File: config.mk
export PLATFORM = sky130hd
export DESIGN_NAME = compacting_owner_table_top
export DESIGN_NICKNAME = d
export VERILOG_FILES = /design/src/hw/rtl/cot_pkg.sv /design/src/hw/rtl/cot_ram.sv /design/src/hw/rtl/compacting_owner_table_top.sv
export SDC_FILE = /design/constraint.sdc
export NUM_CORES = 1
export LEC_CHECK = 0
export ABC_AREA = 1
export BUFFER_PORTS_ARGS = -buffer_cell sky130_fd_sc_hd__buf_2
export CAP_MARGIN = 40
export CORE_UTILIZATION = 35
export CTS_CLUSTER_SIZE = 24
export DETAILED_ROUTE_END_ITERATION = 10
export SYNTH_ARGS = -nofsm -noshare
export SYNTH_HDL_FRONTEND = slang
export SYNTH_SLANG_ARGS = --single-unit
File: constraint.sdc
create_clock -name clk -period 4.3 [get_ports clk]
set_clock_uncertainty 0.05 [all_clocks]
set_input_delay 0.43 -clock clk [delete_from_list [all_inputs] [get_ports clk]]
set_output_delay 0.43 -clock clk [all_outputs]
set_load 0.005 [all_outputs]
File: src/hw/rtl/cot_pkg.sv
package cot_pkg;

	localparam int CAPACITY_DEF = 16;

	typedef enum logic [1:0] {
		FN_INSERT = 2'd0,
		FN_LOOKUP = 2'd1,
		FN_DELETE = 2'd2,
		FN_REMOVE = 2'd3
	} cot_func_t;

	typedef enum logic [1:0] {
		ST_OK        = 2'd0,
		ST_FULL      = 2'd1,
		ST_NOT_FOUND = 2'd2
	} cot_status_t;

	typedef struct packed {
		logic [31:0] handle;
		logic [15:0] owner;
		logic [31:0] region_size;
	} cot_entry_t;

endpackage

File: src/hw/rtl/cot_ram.sv
module cot_ram #(
	parameter int DEPTH = 16,
	parameter int AW    = $clog2(DEPTH)
) (
	input  logic                clk,
	input  logic                we,
	input  logic [AW-1:0]       waddr,
	input  cot_pkg::cot_entry_t wdata,
	input  logic                re,
	input  logic [AW-1:0]       raddr,
	output cot_pkg::cot_entry_t rdata
);
	import cot_pkg::*;

	cot_entry_t mem [DEPTH];

	// one write, one registered read per cycle
	always_ff @(posedge clk) begin
		if (we) begin
			mem[waddr] <= wdata;
		end
		if (re) begin
			rdata <= mem[raddr];
		end
	end

endmodule

File: src/hw/rtl/compacting_owner_table_top.sv
// Compacting owner table.
// Input channel (in_valid / in_stall) carries one command beat: func, handle,
// owner, region_size. Output channel (out_valid / out_stall) returns exactly
// one result beat per command: index, hit, status, entry_count, removed_count.
// Entries live packed in slots 0 .. count-1 of a single one-read, one-write
// synchronous RAM; no hole is ever left.
// An insert goes straight to the done state; its result is loaded into the
// output register once that register is free. Lookup, delete and
// remove-by-owner sweep every valid slot once through the RAM read port, one
// slot per cycle, writing survivors back to their compacted slot on the write
// port as the read data returns; the result is loaded once the sweep ends and
// the output register is free. The next command is taken in the cycle after
// the result is loaded. Commands are taken one at a time; in_stall is high
// while one is in progress.
// A finished result sits in the output register; a new command is accepted
// while it waits, but that command's own result is held back until the
// receiver takes the earlier beat. A stalled beat stays unchanged.
// Reset sets the entry count to zero and empties the output register. The RAM
// is not cleared: only slots below the count are ever read, and each of them
// has been written.
module compacting_owner_table_top #(
	parameter int CAPACITY = cot_pkg::CAPACITY_DEF
) (
	input  logic        clk,
	input  logic        arst_n,
	input  logic        in_valid,
	output logic        in_stall,
	input  logic [1:0]  func,
	input  logic [31:0] handle,
	input  logic [15:0] owner,
	input  logic [31:0] region_size,
	output logic        out_valid,
	input  logic        out_stall,
	output logic [7:0]  index,
	output logic        hit,
	output logic [1:0]  status,
	output logic [8:0]  entry_count,
	output logic [8:0]  removed_count
);
	import cot_pkg::*;

	localparam int CNT_W = $clog2(CAPACITY + 1);
	localparam int IDX_W = $clog2(CAPACITY);
	localparam logic [CNT_W-1:0] CAP_C = CNT_W'(CAPACITY);

	typedef enum logic [1:0] {S_IDLE, S_SCAN, S_DONE} state_t;

	state_t             state_q;
	logic [CNT_W-1:0]   cnt_q;     // valid entries
	logic [CNT_W-1:0]   rd_q;      // next slot to read
	logic [CNT_W-1:0]   wr_q;      // next compacted slot to write
	logic [CNT_W-1:0]   rm_q;      // entries dropped so far
	logic               found_q;
	logic [IDX_W-1:0]   pos_q;
	cot_func_t          func_q;
	logic [31:0]        handle_q;
	logic [15:0]        owner_q;
	logic [31:0]        size_q;

	// read pipeline: slot whose data comes back this cycle
	logic               vld_s1;

	logic               out_valid_q;
	logic [7:0]         index_q;
	logic               hit_q;
	logic [1:0]         status_q;
	logic [8:0]         entry_count_q;
	logic [8:0]         removed_count_q;

	cot_entry_t         rdata;
	cot_entry_t         wdata;
	logic               ram_we;
	logic [IDX_W-1:0]   ram_waddr;
	logic               ram_re;

	logic               out_free;
	logic               is_full;
	logic               match_h;
	logic               drop;
	logic               first_hit;
	logic               compacting;
	logic               scan_done;
	logic [CNT_W-1:0]   new_cnt;
	logic [7:0]         res_index;
	logic               res_hit;
	cot_status_t        res_status;
	logic [CNT_W-1:0]   res_removed;

	assign out_free   = !out_valid_q || !out_stall;
	assign is_full    = (cnt_q == CAP_C);
	assign compacting = (func_q == FN_DELETE) || (func_q == FN_REMOVE);
	assign ram_re     = (state_q == S_SCAN) && (rd_q < cnt_q);
	assign scan_done  = (state_q == S_SCAN) && !ram_re && !vld_s1;

	// compare returning slot; only the lowest handle match counts
	always_comb begin
		match_h   = (rdata.handle == handle_q);
		first_hit = vld_s1 && !found_q && match_h &&
		            ((func_q == FN_LOOKUP) || (func_q == FN_DELETE));
		drop      = vld_s1 && (((func_q == FN_DELETE) && first_hit) ||
		            ((func_q == FN_REMOVE) && (rdata.owner == owner_q)));
	end

	// write port: insert append, or survivor moved down during a sweep.
	// Writes always land at or below the slot just read, so never on a slot
	// still to be read.
	always_comb begin
		ram_we    = 1'b0;
		ram_waddr = wr_q[IDX_W-1:0];
		wdata     = rdata;
		if (state_q == S_DONE && func_q == FN_INSERT && out_free && !is_full) begin
			ram_we      = 1'b1;
			ram_waddr   = cnt_q[IDX_W-1:0];
			wdata       = '{handle: handle_q, owner: owner_q, region_size: size_q};
		end else if (vld_s1 && compacting && !drop) begin
			ram_we = 1'b1;
		end
	end

	// result of the finished command
	always_comb begin
		res_index   = 8'd0;
		res_hit     = 1'b0;
		res_status  = ST_NOT_FOUND;
		res_removed = rm_q;
		new_cnt     = cnt_q - rm_q;
		case (func_q)
			FN_INSERT: begin
				res_removed = '0;
				if (is_full) begin
					res_status = ST_FULL;
				end else begin
					res_index  = 8'(cnt_q);
					res_hit    = 1'b1;
					res_status = ST_OK;
					new_cnt    = cnt_q + CNT_W'(1);
				end
			end
			FN_REMOVE: begin
				if (rm_q != '0) begin
					res_hit    = 1'b1;
					res_status = ST_OK;
				end
			end
			default: begin
				if (found_q) begin
					res_index  = 8'(pos_q);
					res_hit    = 1'b1;
					res_status = ST_OK;
				end
			end
		endcase
	end

	cot_ram #(
		.DEPTH (CAPACITY),
		.AW    (IDX_W)
	) u_ram (
		.clk   (clk),
		.we    (ram_we),
		.waddr (ram_waddr),
		.wdata (wdata),
		.re    (ram_re),
		.raddr (rd_q[IDX_W-1:0]),
		.rdata (rdata)
	);

	always_ff @(posedge clk or negedge arst_n) begin
		if (!arst_n) begin
			state_q     <= S_IDLE;
			cnt_q       <= '0;
			rd_q        <= '0;
			wr_q        <= '0;
			rm_q        <= '0;
			found_q     <= 1'b0;
			vld_s1      <= 1'b0;
			out_valid_q <= 1'b0;
		end else begin
			// load a finished result, else retire the beat once taken
			if (state_q == S_DONE && out_free) begin
				out_valid_q <= 1'b1;
			end else if (out_valid_q && !out_stall) begin
				out_valid_q <= 1'b0;
			end
			unique case (state_q)
				S_IDLE: begin
					if (in_valid) begin
						func_q   <= cot_func_t'(func);
						handle_q <= handle;
						owner_q  <= owner;
						size_q   <= region_size;
						rd_q     <= '0;
						wr_q     <= '0;
						rm_q     <= '0;
						found_q  <= 1'b0;
						pos_q    <= '0;
						vld_s1   <= 1'b0;
						state_q  <= (cot_func_t'(func) == FN_INSERT) ? S_DONE : S_SCAN;
					end
				end
				S_SCAN: begin
					vld_s1 <= ram_re;
					if (ram_re) begin
						rd_q <= rd_q + CNT_W'(1);
					end
					if (first_hit) begin
						found_q <= 1'b1;
						pos_q   <= rd_q[IDX_W-1:0] - IDX_W'(1);
					end
					if (drop) begin
						rm_q <= rm_q + CNT_W'(1);
					end else if (vld_s1 && compacting) begin
						wr_q <= wr_q + CNT_W'(1);
					end
					if (scan_done) begin
						state_q <= S_DONE;
					end
				end
				S_DONE: begin
					if (out_free) begin
						index_q         <= res_index;
						hit_q           <= res_hit;
						status_q        <= res_status;
						entry_count_q   <= 9'(new_cnt);
						removed_count_q <= 9'(res_removed);
						cnt_q           <= new_cnt;
						state_q         <= S_IDLE;
					end
				end
				default: begin
					state_q <= S_IDLE;
				end
			endcase
		end
	end

	assign in_stall      = (state_q != S_IDLE);
	assign out_valid     = out_valid_q;
	assign index         = index_q;
	assign hit           = hit_q;
	assign status        = status_q;
	assign entry_count   = entry_count_q;
	assign removed_count = removed_count_q;

endmodule

==> metrics.yaml <==
setup_path:
  end_kind: "flop"
  required_ns: 4.59
  path_cells: "inv_1 > ha_1 > nand3_2 > nor2_2 > inv_2 > nand2_2 > inv_4 > nand2_8 > nand2_1 > o21ai_2 > nand2_1 > inv_1 > nand2_1 > nor2_4 > buf_4"
  cp_slowest_stage_delay_ns: 0.60
  cp.buffers_inverters: 5
  cp-start-kind: "flop"
  worstSetupPathType: "reg -> reg"
  crit_slowest_cell: "nor2_4"
  crit_family: "simple AND/OR/NAND/NOR gates"
  arrival_ns: 3.71
  crit_top_cell: "nand2_1"
  crit_fanout: 38
yosys:
  ys.flop_type: "edfxtp_1"
  synth_area_um2: 36900
  ys_types: 45
  netlist_instances: 2909
  yosysWarnings: 0
  avgSynthCellArea_um2: 12.7
  ys_ff_latch: 912
  synth-edff-count: 888
  async_flop_share: 0.0263
  ys_seq_area_frac: 0.740
detailed_routing:
  viasPerCell: 5.20
  wirelength_um: 94100
  drc_errors: 0
  detail-route-antenna-nets: 0
  wl_per_cell_um: 20.9
  drtIter0Drc: 2468
  dr.pass1.iters: 7
  vias: 23400
final_layout:
  drive_above_1_share: 0.112
  final_cell_mix: "edfxtp_1, nor2_1, o21ai_0"
  post-route-util: 0.412
  finalInstanceArea_um2: 42800
  layout_commonest_cell: "edfxtp_1"
  area_delta_synth_final_pct: 16.2
  finalNetCount: 3151
  nFillCells: 9616
power:
  switching_share: 0.316
  comb_power_share: 0.251
  p_seq_frac: 0.452
  finalPower_mw: 26.6
  p_per_area_nw_per_um2: 621
  p_int_mw: 18.2
  p_sw_mw: 8.40
  leakage_nw: 14.7
  clockPowerShare: 0.298
  peakVddDrop_v: 0.000358
clock_tree:
  cts_htree_levels: 3
  clock_path_buffers: 3
  post_cts.repair.setup_buffers: 0
  cts_tree: "done"
  cts_made_buffers: 88
  clk_pin_slew_ns: 0.07
  clk_latency_ns: 0.66
  cts_root_buffer: "clkbuf_16"
  clkSinkCount: 912
timing:
  min_period_over_period: 0.794
  final-max-slew-violation-count: 0
  finalHoldViolations: 0
  timing.final.ws_setup_ns: 0.885
  tightest_slew_ns: 1.19
  fmax_ghz: 0.293
  maxSlewHeadroom: 0.205
  min_period_ns: 3.42
  tns_ns: 0
  rsz0062_at_grt: "no"
  setup_viol: 0
global_routing:
  grt_use_met1: 0.242
  overflow: 0
  grt_pass1_vias: 22000
  grt_busiest_layer: "met2"
  antenna_found_initial: 4
  grt_pass1_wl_um: 140000
  grt_use_met2: 0.276
  grt_max_degree: 213
  globalRouteMet3Util: 0.0312
  grt_util_all_layers: 0.174
floorplan:
  core_um2: 104000
  dieWidth_um: 327
  num_rows: 118
  io_pins: 117
  initial_core_util: 0.355
  die_h_um: 327
  die_area_um2: 107000
place:
  io_buffers: 73
  gp_congestion: 0.824
  pre_cts_ws_ns: 0.903
  detailed_place.area_um2: 39400
  dpl.hpwl_um: 49400
min_path:
  worstHoldPathType: "in -> reg"
run_status:
  outcome: "finished, final reports clean"
run:
  max_cap_viol_count: 0
-- kinds of logic (layout without fill, tap and decap cells) --
| kind of cell | count (synthesis) | count (layout) | share of synthesized area |
|---|---|---|---|
| other | 1 | 12 | 0.000102 |
| AOI/OAI and AO/OA | 688 | 688 | 0.107 |
| xor gates and xnor gates | 21 | 21 | 0.00499 |
| adders and majority gates | 19 | 19 | 0.00665 |
| and+or+nand+nor | 958 | 958 | 0.105 |
| DFF | 912 | 912 | 0.740 |
| muxes | 7 | 7 | 0.00214 |
| buffers and inverters | 303 | 502 | 0.0344 |
-- worst register-to-register path: cells and delay by family, from the launching register on --
family | cells | cell delay (ns)
buffers and inverters | 5 | 0.73
and+or+nand+nor | 8 | 1.57
AOI/OAI and AO/OA | 1 | 0.11
adders and majority gates | 1 | 0.20
DFF | 1 | 0.45
-- registers in the layout (all words and copies together) (netlist names), 4 cells and up --
register and count:
u_ram.mem 768, u_ram.rdata 48, handle_q 32, owner_q 16
cnt_q 5, entry_count 5, index 5, rd_q 5
removed_count 5, rm_q 5, pos_q 4, wr_q 4
-- final timing paths --
path | start | endpoint | slack [ns] | cells after the start
setup reg to reg | cnt_q[1] | u_ram.mem[7][58] | 0.88 | 15
min in group asynchronous | arst_n | out_valid | 0.27 | 2
hold reg to reg | pos_q[1] | index[1] | 0.49 | 2
setup / recovery | cnt_q[1] | u_ram.mem[7][58] | 0.88 | 15
hold / removal | in_valid | state_q[1] | 0.26 | 5
max in group asynchronous | arst_n | rd_q[0] | 3.46 | 2
-- power by group through the flow --
stage | Clock (mW) | Sequential (mW) | Combinational (mW)
2_1_floorplan | 0 | 12.1 | 4.25
3_3_place_gp | 0 | 12.2 | 6.54
3_5_place_dp | 0 | 12.2 | 6.63
4_1_cts | 8.03 | 12.0 | 6.68
5_1_grt | 8.36 | 12.1 | 7.40
6_report | 7.91 | 12.0 | 6.67
-- area by class of cell --
type	instances	area [um2]	area share
antenna	1	2.50	0.0000584
clock buffer	109	2320	0.0542
clock inverter	53	603	0.0141
inverter	126	490	0.0114
multi-input combinational	1704	8500	0.199
sequential	912	27300	0.637
tap	1380	1730	0.0403
timing repair buffer	214	1910	0.0446
-- cell usage after synthesis, types with 8 or more instances --
master | number | area share
nor2_1 | 478 | 0.049
xnor2_1 | 8 | 0.0019
nand3_1 | 100 | 0.014
clkbuf_1 | 115 | 0.012
buf_2 | 43 | 0.0058
nand2_1 | 335 | 0.034
dfrtp_1 | 24 | 0.016
edfxtp_1 | 888 | 0.72
xor2_1 | 13 | 0.0031
nand4_1 | 17 | 0.0029
o22ai_1 | 123 | 0.021
o221ai_1 | 72 | 0.017
buf_4 | 15 | 0.0031
o211ai_1 | 25 | 0.0051
nand2_2 | 8 | 0.0014
ha_1 | 18 | 0.0061
o21ai_0 | 451 | 0.061
inv_1 | 117 | 0.012
-- stage by stage --
| stage | hold WS [ns] | instances |
|---|---|---|
| 2_1_floorplan | 0.0844 | 2919 |
| 3_3_place_gp | 0.443 | 4282 |
| 3_5_place_dp | 0.445 | 4284 |
| 4_1_cts | 0.220 | 4498 |
| 5_1_grt | 0.294 | 4498 |
| 6_report | 0.260 | 4499 |
-- layer usage --
layer  wire, um  part of all wire
met5         13           0.00014
met4       2580             0.027
met3       6980             0.074
met2      43600              0.46
met1      40900              0.43
-- what timing repair did --
action / in CTS / in global routing
hold buffers: 52 / 0
resized for setup: 0 / 0
hold endpoints to repair: 75 / 0
No activity file was read; power rests on OpenSTA's default activity.
